## config.mk

```make
export PLATFORM = sky130hd
export DESIGN_NAME = fingered_chord_recognizer
export DESIGN_NICKNAME = d
export VERILOG_FILES = /design/src/design/fcr_pkg.sv /design/src/design/fcr_key_scan.sv /design/src/design/fcr_matcher.sv /design/src/design/fingered_chord_recognizer.sv
export SDC_FILE = /design/constraint.sdc
export NUM_CORES = 1
export LEC_CHECK = 0
export ABC_AREA = 0
export CAP_MARGIN = 15
export CORE_AREA = 10 10 195 197
export DETAILED_ROUTE_END_ITERATION = 12
export DIE_AREA = 0 0 205 207
export DONT_BUFFER_PORTS = 1
export PLACE_DENSITY_LB_ADDON = 0.25
export SETUP_SLACK_MARGIN = 0.1
export SLEW_MARGIN = 20
export SYNTH_ARGS = -nofsm -noshare
export SYNTH_HDL_FRONTEND = slang
export SYNTH_HIERARCHICAL = 1
export SYNTH_SLANG_ARGS = --single-unit
```

## constraint.sdc

```tcl
create_clock -name clk -period 9.74 [get_ports clk]
set_clock_uncertainty 0.1 [all_clocks]
set_input_delay 0.487 -clock clk [delete_from_list [all_inputs] [get_ports clk]]
set_output_delay 0.487 -clock clk [all_outputs]
set_load 0.02 [all_outputs]
```

## src/design/fcr_pkg.sv

```systemverilog
// ----------------------------------------------------------------------------
// fcr_pkg: shared types and constants for the fingered chord recognizer
// Holds the chord shape table, action codes and the sequencer state type.
// ----------------------------------------------------------------------------
package fcr_pkg;

  localparam int NumKeys       = 128;
  localparam int KeyW          = 7;
  localparam int MinChordNotes = 2;
  localparam int MaxChordNotes = 6;
  localparam int CntW          = 3;

  typedef enum logic [1:0] {
    ACT_NOTE_ON  = 2'd0,
    ACT_NOTE_OFF = 2'd1,
    ACT_END      = 2'd2,
    ACT_NONE     = 2'd3
  } action_t;

  localparam logic [1:0] POL_HOLD  = 2'd1;
  localparam logic [1:0] POL_NOTES = 2'd2;

  localparam logic [15:0] CancelMask = 16'h0007;

  typedef enum logic [1:0] {
    MT_NONE   = 2'd0,
    MT_CHORD  = 2'd1,
    MT_CANCEL = 2'd2
  } match_t;

  typedef struct packed {
    logic       hit;
    logic       cancel;
    logic [5:0] kind;
  } lookup_t;

  // Shape table lookup: mask -> chord kind (cancel shape flagged).
  function automatic lookup_t shape_lookup(input logic [15:0] m);
    lookup_t r;
    r.hit    = 1'b1;
    r.cancel = 1'b0;
    r.kind   = 6'd0;
    unique case (m)
      16'h0007: r.cancel = 1'b1;
      16'h000D, 16'h008D: r.kind = 6'd0;
      16'h0015, 16'h0095: r.kind = 6'd1;
      16'h0049: r.kind = 6'd2;
      16'h0051: r.kind = 6'd3;
      16'h0081: r.kind = 6'd4;
      16'h0085: r.kind = 6'd5;
      16'h0089: r.kind = 6'd6;
      16'h0091: r.kind = 6'd7;
      16'h00A1: r.kind = 6'd8;
      16'h00A9, 16'h00AD, 16'h04A9, 16'h04AD: r.kind = 6'd9;
      16'h0111: r.kind = 6'd10;
      16'h0215, 16'h0295: r.kind = 6'd11;
      16'h0249: r.kind = 6'd12;
      16'h0281, 16'h0291: r.kind = 6'd13;
      16'h0289: r.kind = 6'd14;
      16'h0409, 16'h0489: r.kind = 6'd15;
      16'h040D, 16'h048D: r.kind = 6'd16;
      16'h0411, 16'h0491: r.kind = 6'd17;
      16'h0413, 16'h0493: r.kind = 6'd18;
      16'h0415, 16'h0495: r.kind = 6'd19;
      16'h0419, 16'h0499: r.kind = 6'd20;
      16'h0421, 16'h04A1: r.kind = 6'd21;
      16'h0449: r.kind = 6'd22;
      16'h0451: r.kind = 6'd23;
      16'h0455, 16'h04D1, 16'h04D5: r.kind = 6'd24;
      16'h0511: r.kind = 6'd25;
      16'h0591: r.kind = 6'd26;
      16'h0611, 16'h0691: r.kind = 6'd27;
      16'h0809, 16'h0889: r.kind = 6'd28;
      16'h080D, 16'h088D: r.kind = 6'd29;
      16'h0811, 16'h0891: r.kind = 6'd30;
      16'h0815, 16'h0895: r.kind = 6'd31;
      16'h0849: r.kind = 6'd32;
      16'h0851: r.kind = 6'd33;
      16'h0855, 16'h08D1, 16'h08D5: r.kind = 6'd34;
      16'h0901, 16'h0911: r.kind = 6'd35;
      16'h1001: r.kind = 6'd36;
      default: r.hit = 1'b0;
    endcase
    return r;
  endfunction

  typedef enum logic [6:0] {
    ST_IDLE  = 7'b0000001,
    ST_SCAN  = 7'b0000010,
    ST_MATCH = 7'b0000100,
    ST_OFF   = 7'b0001000,
    ST_ON    = 7'b0010000,
    ST_APPLY = 7'b0100000,
    ST_CLEAR = 7'b1000000
  } state_t;

endpackage

```

## src/design/fcr_key_scan.sv

```systemverilog
// ----------------------------------------------------------------------------
// fcr_key_scan: held-key map with a sequential scan
// Walks the key map one key a cycle and collects up to six held notes.
// ----------------------------------------------------------------------------
module fcr_key_scan (
  input  logic                       clk,
  input  logic                       rst_n,
  input  logic                       wr_en,
  input  logic [fcr_pkg::KeyW-1:0]   wr_key,
  input  logic                       wr_val,
  input  logic                       clr_all,
  input  logic                       scan_start,
  output logic                       scan_done,
  output logic                       too_many,
  output logic [fcr_pkg::CntW-1:0]   note_cnt,
  output logic [fcr_pkg::KeyW-1:0]   notes [fcr_pkg::MaxChordNotes]
);

  logic [fcr_pkg::NumKeys-1:0]  held_r;
  logic [fcr_pkg::KeyW-1:0]     idx_r;
  logic                         busy_r;
  logic                         over_r;
  logic [fcr_pkg::CntW-1:0]     cnt_r;
  logic [fcr_pkg::KeyW-1:0]     notes_r [fcr_pkg::MaxChordNotes];
  logic                         done_r;

  always_ff @(posedge clk) begin
    if (!rst_n || clr_all) begin
      held_r <= '0;
    end else if (wr_en) begin
      held_r[wr_key] <= wr_val;
    end
  end

  always_ff @(posedge clk) begin
    if (!rst_n) begin
      busy_r <= 1'b0;
      done_r <= 1'b0;
      idx_r  <= '0;
      cnt_r  <= '0;
      over_r <= 1'b0;
    end else begin
      done_r <= 1'b0;
      if (scan_start) begin
        busy_r <= 1'b1;
        idx_r  <= '0;
        cnt_r  <= '0;
        over_r <= 1'b0;
      end else if (busy_r) begin
        if (held_r[idx_r]) begin
          if (cnt_r == fcr_pkg::CntW'(fcr_pkg::MaxChordNotes)) begin
            over_r <= 1'b1;
          end else begin
            notes_r[cnt_r] <= idx_r;
            cnt_r <= cnt_r + 1'b1;
          end
        end
        if (idx_r == fcr_pkg::KeyW'(fcr_pkg::NumKeys - 1)) begin
          busy_r <= 1'b0;
          done_r <= 1'b1;
        end
        idx_r <= idx_r + 1'b1;
      end
    end
  end

  assign scan_done = done_r;
  assign too_many  = over_r;
  assign note_cnt  = cnt_r;
  assign notes     = notes_r;

endmodule

```

## src/design/fcr_matcher.sv

```systemverilog
// ----------------------------------------------------------------------------
// fcr_matcher: interval mask build and inversion search
// One diff/shift step per cycle, then one table lookup per inversion.
// ----------------------------------------------------------------------------
module fcr_matcher (
  input  logic                       clk,
  input  logic                       rst_n,
  input  logic                       start,
  input  logic                       too_many,
  input  logic [fcr_pkg::CntW-1:0]   note_cnt,
  input  logic [fcr_pkg::KeyW-1:0]   notes [fcr_pkg::MaxChordNotes],
  output logic                       done,
  output fcr_pkg::match_t            result,
  output logic [3:0]                 root,
  output logic [5:0]                 kind
);

  typedef enum logic [2:0] {
    MS_IDLE  = 3'b001,
    MS_BUILD = 3'b010,
    MS_LOOK  = 3'b100
  } mstate_t;

  mstate_t                  st_r;
  logic [fcr_pkg::CntW-1:0] i_r;
  logic [15:0]              mask_r;
  logic [5:0]               shift_r;
  logic [3:0]               diffs_r [fcr_pkg::MaxChordNotes];
  logic                     done_r;
  fcr_pkg::match_t          res_r;
  logic [3:0]               root_r;
  logic [5:0]               kind_r;

  logic [fcr_pkg::KeyW-1:0] d;
  logic [3:0]               dmod;
  logic [5:0]               sh_sum;
  fcr_pkg::lookup_t         lk;
  logic [16:0]              msum;
  logic [16:0]              mshift;
  logic [fcr_pkg::KeyW-1:0] nsel;
  logic [3:0]               nmod;

  // Mod 12 of a 7-bit difference: subtract the largest fitting multiple.
  always_comb begin
    d = notes[i_r] - notes[i_r - 1'b1];
    priority if (d >= 7'd120) dmod = 4'(d - 7'd120);
    else if (d >= 7'd108) dmod = 4'(d - 7'd108);
    else if (d >= 7'd96)  dmod = 4'(d - 7'd96);
    else if (d >= 7'd84)  dmod = 4'(d - 7'd84);
    else if (d >= 7'd72)  dmod = 4'(d - 7'd72);
    else if (d >= 7'd60)  dmod = 4'(d - 7'd60);
    else if (d >= 7'd48)  dmod = 4'(d - 7'd48);
    else if (d >= 7'd36)  dmod = 4'(d - 7'd36);
    else if (d >= 7'd24)  dmod = 4'(d - 7'd24);
    else if (d >= 7'd12)  dmod = 4'(d - 7'd12);
    else dmod = d[3:0];
    sh_sum = shift_r + 6'(dmod);
    lk     = fcr_pkg::shape_lookup(mask_r);
    msum   = {1'b0, mask_r} + 17'd4096;
    mshift = msum >> diffs_r[i_r];
    nsel   = notes[i_r];
    priority if (nsel >= 7'd120) nmod = 4'(nsel - 7'd120);
    else if (nsel >= 7'd108) nmod = 4'(nsel - 7'd108);
    else if (nsel >= 7'd96)  nmod = 4'(nsel - 7'd96);
    else if (nsel >= 7'd84)  nmod = 4'(nsel - 7'd84);
    else if (nsel >= 7'd72)  nmod = 4'(nsel - 7'd72);
    else if (nsel >= 7'd60)  nmod = 4'(nsel - 7'd60);
    else if (nsel >= 7'd48)  nmod = 4'(nsel - 7'd48);
    else if (nsel >= 7'd36)  nmod = 4'(nsel - 7'd36);
    else if (nsel >= 7'd24)  nmod = 4'(nsel - 7'd24);
    else if (nsel >= 7'd12)  nmod = 4'(nsel - 7'd12);
    else nmod = nsel[3:0];
  end

  always_ff @(posedge clk) begin
    if (!rst_n) begin
      st_r   <= MS_IDLE;
      done_r <= 1'b0;
      res_r  <= fcr_pkg::MT_NONE;
      i_r    <= '0;
    end else begin
      done_r <= 1'b0;
      unique case (st_r)
        MS_IDLE: begin
          if (start) begin
            if (too_many || note_cnt < fcr_pkg::CntW'(fcr_pkg::MinChordNotes)) begin
              res_r  <= fcr_pkg::MT_NONE;
              done_r <= 1'b1;
            end else begin
              st_r    <= MS_BUILD;
              i_r     <= fcr_pkg::CntW'(1);
              mask_r  <= 16'h0001;
              shift_r <= '0;
            end
          end
        end
        MS_BUILD: begin
          diffs_r[i_r - 1'b1] <= dmod;
          shift_r <= sh_sum;
          if (sh_sum < 6'd16) mask_r <= mask_r | (16'h0001 << sh_sum[3:0]);
          if (i_r + 1'b1 == note_cnt) begin
            st_r <= MS_LOOK;
            i_r  <= '0;
          end else begin
            i_r <= i_r + 1'b1;
          end
        end
        MS_LOOK: begin
          if (lk.hit && lk.cancel) begin
            res_r <= fcr_pkg::MT_CANCEL;
            st_r <= MS_IDLE;
            done_r <= 1'b1;
          end else if (lk.hit) begin
            res_r  <= fcr_pkg::MT_CHORD;
            root_r <= nmod;
            kind_r <= lk.kind;
            st_r <= MS_IDLE;
            done_r <= 1'b1;
          end else if (i_r + 1'b1 == note_cnt) begin
            res_r <= fcr_pkg::MT_NONE;
            st_r <= MS_IDLE;
            done_r <= 1'b1;
          end else begin
            mask_r <= mshift[15:0];
            i_r <= i_r + 1'b1;
          end
        end
        default: st_r <= MS_IDLE;
      endcase
    end
  end

  assign done   = done_r;
  assign result = res_r;
  assign root   = root_r;
  assign kind   = kind_r;

endmodule

```

## src/design/fingered_chord_recognizer.sv

```systemverilog
// ----------------------------------------------------------------------------
// fingered_chord_recognizer: top level
// Tracks held keys, recognizes fingered chords and emits chord on/off events.
// ----------------------------------------------------------------------------
//  channel | direction | handshake        | payload
//  in_     | input     | in_valid/stall   | action, pitch, time_delta
//  out_    | output    | out_valid/stall  | event_kind, elapsed_ticks,
//          |           |                  | root_class, chord_kind, last
//  cfg_    | input     | cfg_valid/ready  | sustain_policy (data)
//
// An item with a nonzero delta scans all 128 keys (one key per cycle in the
// key scanner), then builds the interval mask and tries inversions one per
// cycle. Zero-delta items go straight to the apply state; end of stream goes
// to the clear state, which first emits a chord off if one is active.
// Each result transaction waits in the output register until taken; in_stall
// stays high while the next one waits. Reset (rst_n low, synchronous) clears
// all chord state and the policy.
// ----------------------------------------------------------------------------
module fingered_chord_recognizer (
  input  logic        clk,
  input  logic        rst_n,
  input  logic        in_valid,
  output logic        in_stall,
  input  logic [1:0]  in_action,
  input  logic [6:0]  in_pitch,
  input  logic [15:0] in_time_delta,
  output logic        out_valid,
  input  logic        out_stall,
  output logic        out_event_kind,
  output logic [31:0] out_elapsed_ticks,
  output logic [3:0]  out_root_class,
  output logic [5:0]  out_chord_kind,
  output logic        out_last,
  input  logic        cfg_valid,
  output logic        cfg_ready,
  input  logic [1:0]  cfg_sustain_policy
);

  fcr_pkg::state_t st_r, st_nxt;

  logic [1:0]  pol_r;
  logic [1:0]  act_r;
  logic [6:0]  pitch_r;
  logic [15:0] delta_r;
  logic        active_r;
  logic [3:0]  cur_root_r;
  logic [5:0]  cur_kind_r;
  logic [31:0] ticks_r;
  logic        on_pend_r;

  logic        ov_r;
  logic        o_kind_r;
  logic [31:0] o_ticks_r;
  logic [3:0]  o_root_r;
  logic [5:0]  o_ckind_r;
  logic        o_last_r;

  logic        scan_start, scan_done, too_many;
  logic [fcr_pkg::CntW-1:0] note_cnt;
  logic [fcr_pkg::KeyW-1:0] notes [fcr_pkg::MaxChordNotes];
  logic        m_done;
  fcr_pkg::match_t m_res;
  logic [3:0]  m_root;
  logic [5:0]  m_kind;
  logic        key_wr, clr_all;
  logic        in_acc;
  logic        out_free;
  logic        o_load;
  logic        differs, do_off;
  logic [32:0] tsum;

  assign in_acc    = in_valid && !in_stall;
  assign in_stall  = (st_r != fcr_pkg::ST_IDLE);
  assign cfg_ready = (st_r == fcr_pkg::ST_IDLE);
  assign out_free  = !ov_r || !out_stall;

  // A new result transaction enters the output register this cycle.
  assign o_load = out_free && ((st_r == fcr_pkg::ST_OFF) || (st_r == fcr_pkg::ST_ON) ||
                               ((st_r == fcr_pkg::ST_CLEAR) && active_r));

  fcr_key_scan u_scan (
    .clk(clk), .rst_n(rst_n),
    .wr_en(key_wr), .wr_key(pitch_r), .wr_val(act_r == fcr_pkg::ACT_NOTE_ON),
    .clr_all(clr_all), .scan_start(scan_start), .scan_done(scan_done),
    .too_many(too_many), .note_cnt(note_cnt), .notes(notes)
  );

  fcr_matcher u_match (
    .clk(clk), .rst_n(rst_n), .start(scan_done), .too_many(too_many),
    .note_cnt(note_cnt), .notes(notes), .done(m_done), .result(m_res),
    .root(m_root), .kind(m_kind)
  );

  // Decision made once the matcher result is in.
  assign differs = (m_res == fcr_pkg::MT_CHORD) &&
                   (!active_r || m_root != cur_root_r || m_kind != cur_kind_r);
  assign do_off  = active_r && (differs ||
                   (m_res == fcr_pkg::MT_CANCEL && pol_r == fcr_pkg::POL_HOLD) ||
                   (m_res == fcr_pkg::MT_NONE && pol_r == fcr_pkg::POL_NOTES));
  assign tsum    = {1'b0, ticks_r} + 33'(delta_r);

  assign scan_start = in_acc && in_action != fcr_pkg::ACT_END &&
                      in_action != fcr_pkg::ACT_NONE && in_time_delta != 16'd0;
  assign key_wr  = (st_r == fcr_pkg::ST_APPLY) && out_free;
  assign clr_all = (st_r == fcr_pkg::ST_CLEAR) && out_free && !active_r;

  always_comb begin
    st_nxt = st_r;
    unique case (st_r)
      fcr_pkg::ST_IDLE: begin
        if (in_acc) begin
          priority if (in_action == fcr_pkg::ACT_NONE) st_nxt = fcr_pkg::ST_IDLE;
          else if (in_action == fcr_pkg::ACT_END) st_nxt = fcr_pkg::ST_CLEAR;
          else if (in_time_delta != 16'd0) st_nxt = fcr_pkg::ST_SCAN;
          else st_nxt = fcr_pkg::ST_APPLY;
        end
      end
      fcr_pkg::ST_SCAN:  if (m_done) st_nxt = fcr_pkg::ST_MATCH;
      fcr_pkg::ST_MATCH: begin
        priority if (do_off) st_nxt = fcr_pkg::ST_OFF;
        else if (differs) st_nxt = fcr_pkg::ST_ON;
        else st_nxt = fcr_pkg::ST_APPLY;
      end
      fcr_pkg::ST_OFF:   if (out_free) st_nxt = on_pend_r ? fcr_pkg::ST_ON : fcr_pkg::ST_APPLY;
      fcr_pkg::ST_ON:    if (out_free) st_nxt = fcr_pkg::ST_APPLY;
      fcr_pkg::ST_APPLY: if (out_free) st_nxt = fcr_pkg::ST_IDLE;
      fcr_pkg::ST_CLEAR: if (out_free && !active_r) st_nxt = fcr_pkg::ST_IDLE;
      default: st_nxt = fcr_pkg::ST_IDLE;
    endcase
  end

  always_ff @(posedge clk) begin
    if (!rst_n) begin
      st_r       <= fcr_pkg::ST_IDLE;
      pol_r      <= '0;
      active_r   <= 1'b0;
      cur_root_r <= '0;
      cur_kind_r <= '0;
      ticks_r    <= '0;
      ov_r       <= 1'b0;
      on_pend_r  <= 1'b0;
    end else begin
      st_r <= st_nxt;
      if (o_load) ov_r <= 1'b1;
      else if (ov_r && !out_stall) ov_r <= 1'b0;
      if (cfg_valid && cfg_ready) pol_r <= cfg_sustain_policy;
      if (in_acc) begin
        act_r   <= in_action;
        pitch_r <= in_pitch;
        delta_r <= in_time_delta;
      end
      unique case (st_r)
        fcr_pkg::ST_MATCH: on_pend_r <= differs;
        fcr_pkg::ST_OFF: begin
          if (out_free) begin
            o_kind_r  <= 1'b0;
            o_ticks_r <= ticks_r;
            o_root_r  <= '0;
            o_ckind_r <= '0;
            o_last_r  <= !on_pend_r;
            active_r  <= 1'b0;
            ticks_r   <= '0;
          end
        end
        fcr_pkg::ST_ON: begin
          // Ticks were zeroed by a preceding chord off, if there was one.
          if (out_free) begin
            o_kind_r   <= 1'b1;
            o_ticks_r  <= ticks_r;
            o_root_r   <= m_root;
            o_ckind_r  <= m_kind;
            o_last_r   <= 1'b1;
            active_r   <= 1'b1;
            cur_root_r <= m_root;
            cur_kind_r <= m_kind;
            ticks_r    <= '0;
          end
        end
        fcr_pkg::ST_APPLY: begin
          if (out_free) ticks_r <= tsum[32] ? 32'hFFFF_FFFF : tsum[31:0];
        end
        fcr_pkg::ST_CLEAR: begin
          if (out_free) begin
            if (active_r) begin
              o_kind_r  <= 1'b0;
              o_ticks_r <= ticks_r;
              o_root_r  <= '0;
              o_ckind_r <= '0;
              o_last_r  <= 1'b1;
              active_r  <= 1'b0;
            end else begin
              cur_root_r <= '0;
              cur_kind_r <= '0;
              ticks_r    <= '0;
            end
          end
        end
        default: ;
      endcase
    end
  end

  assign out_valid         = ov_r;
  assign out_event_kind    = o_kind_r;
  assign out_elapsed_ticks = o_ticks_r;
  assign out_root_class    = o_root_r;
  assign out_chord_kind    = o_ckind_r;
  assign out_last          = o_last_r;

endmodule

```

==> qor.yml, run 1 <==
outcome: "completed"
final_cell_mix: "dfxtp_1, a21oi_1, nand2_1, o21ai_0, nand3_1"
numPortBuffers: 0
yosysWarnings: 6
synth_top_family_by_area: "simple AND/OR/NAND/NOR gates"
antenna_found_initial: 0
core_area_mm2: 0.03412
syn_nets: 2222
ant_nets: 0
rsz0062_at_grt: "no"
root_buffer: "clkbuf_16"
final_common_cell: "dfxtp_1"
postSynthAreaPerCell_um2: 9.459
vias: 17050
worstMarginPinSlew_ns: 1.163
cts_max_level: 2
synthMuxAreaShare_pct: 9.049
min_period_ns: 8.205
period_share_pct: 84.24
cp_slowest_cell: "ha_1"
cp_max_fo: 42
hold_viol_final: 0
maxSlewViolCount: 0
gp_congestion: 0.9072
ys_seq_area_share_pct: 45.12
syn_inst: 2146
routedWlPerCell_um: 21.44
fp.dieW_um: 205
hold_path_class: "in2reg"
synth-seq-cells: 374
fin_setup_tns_ns: 0
synthXorXnorAreaFrac_pct: 2.577
max_freq_ghz: 0.1219
antenna_cells: 0
io-pin-count: 79
drc_errors: 0
gr-usage-all-layers_pct: 24.92
start_util_pct: 59.49
drtIter0Drc: 1857
start_kind: "register"
synth-compound-area-share_pct: 17.22
cts_tree: "yes"
synthSimpleGateAreaFrac_pct: 19.18
clock_sinks: 374
die_area_mm2: 0.04244
async_flop_share_pct: 0
ys_types: 104
clk_latency_ns: 0.56
power.leakage_uw: 0.007415
vdd_drop_max_mv: 0.1377
grt_start_max_net_pins: 115
hpwl_um: 35830
synth_edf_count: 167
crit_path_end_kind: "register"
syn-cell-area_mm2: 0.02030
critPathKind: "reg2reg"
vias_per_cell: 6.632
synth_fa_ha_area_share_pct: 2.823
wl_um: 55120
dieHeight_um: 207
slowest_delay_ns: 1.06
drv_cap: 0
area_growth_pct: 8.383
clkSlewWorstSetupHoldPaths_ns: 0.06
cpMostUsedCell: "ha_1"
post-route-util_pct: 64.48
setup_viol: 0
nets: 2162
overflow: 0
synth_top_flop_cell: "dfxtp_1"
slew-limit-headroom_pct: 22.45
fp-row-count: 68
drive_gt1_share_pct: 7.940
grt_pass1_wl_um: 87480
clock_path_buffers: 3
cp.required_ns: 9.87
nFillCells: 2663
grt_pass1_vias: 15850
cp.arrival_ns: 8.34
first_pass_iters: 6
cts_buffers: 39
powerDensity_mw_per_mm2: 160.7
==> final timing paths <==
check	endpoint	slack [ns]	cells past startpoint	start
setup / recovery	u_match/mask_r[6]	1.53	26	u_match/i_r[0]
setup reg to reg	u_match/mask_r[6]	1.53	26	u_match/i_r[0]
hold / removal	u_match/result[1]	0.02	2	rst_n
hold reg to reg	st_r[2]	0.35	2	u_match/done
==> worst max-delay path: cells and delay by family (launching register included) <==
kind	cells	cell delay [ns]
multiplexers	1	0.29
adder cells (fa/ha/maj)	4	1.95
XOR/XNOR	2	0.68
buffers and inverters	2	0.58
flip-flops	1	0.92
AND/OR/NAND/NOR	10	1.76
AO/OA/AOI/OAI	7	1.60
==> final cells by class <==
| cell class | count | area (um^2) | area share (%) |
|---|---|---|---|
| Timing Repair Buffer | 45 | 420.4 | 1.911 |
| Multi-Input combinational cell | 1582 | 10400 | 47.25 |
| Sequential cell | 374 | 9163 | 41.65 |
| Tap cell | 455 | 569.3 | 2.588 |
| Clock inverter | 14 | 214.0 | 0.9725 |
| Clock buffer | 57 | 1074 | 4.880 |
| Inverter | 44 | 165.2 | 0.7507 |
==> synth_stat cells (8+ instances only) <==
master,number,area share [%]
a21oi_1,200,4.9
nor2_1,158,2.9
mux2_2,13,0.72
a31oi_1,16,0.49
buf_2,18,0.44
nor2b_1,22,0.68
dfxtp_1,207,20
nor3_1,33,0.81
nor3b_1,13,0.48
xnor2_1,30,1.3
buf_4,8,0.30
nor4_1,19,0.59
nand2_1,192,3.6
nand2b_1,24,0.74
xor2_1,18,0.78
a21o_1,8,0.30
or3_1,8,0.25
o21ai_1,8,0.20
inv_1,39,0.72
nand3_1,176,4.3
mux2i_1,83,4.1
clkbuf_1,106,2.0
and2_1,18,0.55
nand4_1,29,0.89
o21ai_0,186,4.6
nand3b_1,11,0.41
a211oi_1,9,0.33
mux4_2,33,3.7
o211ai_1,18,0.67
o221ai_1,10,0.43
edfxtp_1,167,25
a22oi_1,22,0.81
and3_1,30,0.92
ha_1,41,2.5
==> power by group <==
group / switching (uW) / internal, uW / total [uW]
sequential: 36.7 / 1660 / 1700
clock: 619 / 903 / 1520
combinational: 218 / 97.3 / 316
==> state kept, by name, summed over array words and instances (netlist names), 7 cells and up, named ones only <==
| signal | flops |
|---|---|
| u_scan/idx_r | 7 |
| pitch_r | 7 |
| u_match/mask_r | 16 |
| u_scan/held_r | 128 |
| out_elapsed_ticks | 32 |
| ticks_r | 32 |
| u_match/diffs_r | 24 |
| st_r | 7 |
| delta_r | 16 |
| u_scan/notes | 42 |
==> per-stage QoR <==
stage	setup WS [ns]	hold slack [ns]	area, um^2	std cells	total power, uW
after floorplan	2.044	0.3320	20300	2146	1961
after global placement	2.152	0.3422	20390	2470	2016
after detailed placement	1.739	0.3511	20400	2470	2022
after CTS	1.636	0.0001497	21980	2571	3540
after global routing	0.7683	0.02625	22000	2571	3637
final	1.535	0.02173	22000	2571	3534
==> cell families after synthesis <==
family | after synthesis
AOI/OAI and AO/OA | 572
xor gates and xnor gates | 53
muxes | 134
and+or+nand+nor | 779
DFF | 374
buffers and inverters | 190
adders and majority gates | 44
==> per-layer routing <==
metal / GRT usage, % / vias to the layer above / share of wire, % / routed length, um
met1: 33.87 / 8252 / 41 / 22840
met3: 3.433 / 108 / 7.9 / 4348
li1: - / 7861 / - / -
met2: 40.52 / 830 / 48 / 26570
met5: 0 / - / 0 / 0
met4: 7.354 / 0 / 2.5 / 1357
==> what timing repair did <==
action | in CTS | in global routing
buffers inserted | 0 | 0
hold endpoints to repair | 43 | 0
gates resized for setup | 0 | 0
hold buffers | 30 | 0
setup endpoints to repair | 0 | 0
(Power assumes the default switching activity.)
==> run 2: changes to the inputs <==
Settings changed: CORE_AREA 10 10 195 197 to 10 10 199 201, DIE_AREA 0 0 205 207 to 0 0 209 211.
Clock period 9.74 ns to 6.7 ns, I/O delays scaled along.
==> qor.yml, run 2 (same netlist as run 1, synthesis figures left out) <==
cp_slowest_cell: "mux4_2"
clock_sinks: 374
vdd_drop_max_mv: 0.2282
vias: 17100
max_freq_ghz: 0.1607
grtUsageMet3_pct: 3.459
power.leakage_uw: 0.007572
antenna_found_initial: 1
cpMostUsedCell: "ha_1"
routedWlPerCell_um: 21.47
die_area_mm2: 0.04410
cts_tree: "yes"
clkSlewWorstSetupHoldPaths_ns: 0.06
numPortBuffers: 0
fp.dieW_um: 209
fin_setup_tns_ns: 0
io-pin-count: 79
use_met1_pct: 33.08
ant_nets: 0
dieHeight_um: 211
core_area_mm2: 0.03540
rsz0062_at_grt: "no"
hold_start: "rst_n"
grt_pass1_wl_um: 88390
slowest_delay_ns: 0.54
grt_pass1_vias: 15890
reg2regPathDepth: 25
hpwl_um: 36670
hold_path_class: "in2reg"
overflow: 0
grt_start_max_net_pins: 80
critical-path-top-delay-family: "simple AND/OR/NAND/NOR gates"
powerDensity_mw_per_mm2: 235.3
drc_errors: 0
clock_path_buffers: 3
fin_ws_ns: 0.4772
first_pass_iters: 6
start_util_pct: 57.35
gp_congestion: 0.9226
period_share_pct: 92.88
crit_path_end_kind: "register"
holdWs_ns: 0.05529
globalRouteMet2Util_pct: 39.17
setup_viol: 0
regMostFlops: "u_scan/held_r"
cts_buffers: 40
hold_depth: 2
placed_area_mm2: 0.02050
stdcell_area_mm2: 0.02232
seqPwrFrac_pct: 46.9
worstMarginPinSlew_ns: 1.088
critPathBufInv: 4
area_growth_pct: 9.943
maxSlewViolCount: 0
place_ws_ns: 0.1693
drive_gt1_share_pct: 9.738
fp-row-count: 69
hold_viol_final: 0
clk_latency_ns: 0.58
busiest_layer: "met2"
slew-limit-headroom_pct: 27.29
power_frac_comb_pct: 9.0
gr-usage-all-layers_pct: 24.22
r2r-start: "u_match/i_r[0]"
critPathKind: "reg2reg"
nFillCells: 2857
wl_um: 55750
drtIter0Drc: 1856
outcome: "completed"
largest_reg_flops: 128
cp.required_ns: 6.86
min_period_ns: 6.223
vias_per_cell: 6.586
cp.arrival_ns: 6.38
total_power_uw: 5252
root_buffer: "clkbuf_16"
final_cell_mix: "dfxtp_1, a21oi_1, nand2_1, o21ai_0, nand3_1"
reg2reg_slack_ns: 0.48
cp_max_fo: 16
p_int_uw: 3937
p_clk_share_pct: 44.1
start_kind: "register"
power_switching_uw: 1315
drv_cap: 0
nets: 2180
r2r_end: "u_match/mask_r[9]"
cts_max_level: 2
antenna_cells: 0
final_common_cell: "dfxtp_1"
p_sw_share_pct: 25.03
==> run 2: area by class of cell <==
class | instances | area [um^2] | area share [%]
clock buffers | 53 | 1151 | 5.158
clock inverters | 21 | 252.7 | 1.133
inverters | 44 | 168.9 | 0.7569
multi-input cells | 1582 | 10460 | 46.85
flip-flops and latches | 374 | 9163 | 41.06
well taps | 461 | 576.8 | 2.585
repair buffers | 62 | 548.0 | 2.456
==> run 2: worst reg2reg max path: cells and delay by family (launching register included) <==
family / cells / cell delay [ns]
xor gates and xnor gates: 2 / 0.29
AOI/OAI and AO/OA: 6 / 1.19
DFF: 1 / 0.42
adders and majority gates: 3 / 0.93
buffers and inverters: 4 / 0.78
and+or+nand+nor: 9 / 1.70
muxes: 1 / 0.55
==> run 2: timing repair <==
action | 4_1_cts | 5_1_grt
endpoints found under the setup margin | 16 | 32
endpoints found under the hold margin | 49 | 0
pin swaps | 0 | 2
gates resized for setup | 1 | 13
buffers inserted | 0 | 3
hold buffers | 30 | 0
==> run 2: how the worst max path moves through the flow <==
stage / from / to / cells after the start
after floorplan: u_match/i_r[0] / u_match/mask_r[0] / 30
after global placement: u_match/i_r[0] / u_match/mask_r[14] / 26
after detailed placement: u_match/i_r[0] / u_match/mask_r[12] / 26
after CTS: u_match/i_r[0] / u_match/mask_r[8] / 28
after global routing: u_match/i_r[0] / u_match/mask_r[3] / 30
final: u_match/i_r[0] / u_match/mask_r[9] / 25
==> run 2: through the flow <==
step / util (%) / instances
2_1_floorplan: - / 2146
3_3_place_gp: 57.93 / 2490
3_5_place_dp: 57.93 / 2490
4_1_cts: 62.76 / 2594
5_1_grt: 63.05 / 2597
6_report: 63.05 / 2597
==> run 2: routing by layer <==
metal | part of all wire [%] | vias up
met2 | 47 | 838
met3 | 8.2 | 98
li1 | - | 7894
met4 | 2.2 | 0
met5 | 0 | -
met1 | 43 | 8273
==> run 2: power groups by stage <==
stage,clock network (uW),registers [uW],logic [uW]
floorplan,0,2480,372
global placement,0,2510,428
detailed placement,0,2510,435
CTS,2340,2460,460
global route,2450,2470,508
finish,2320,2460,470
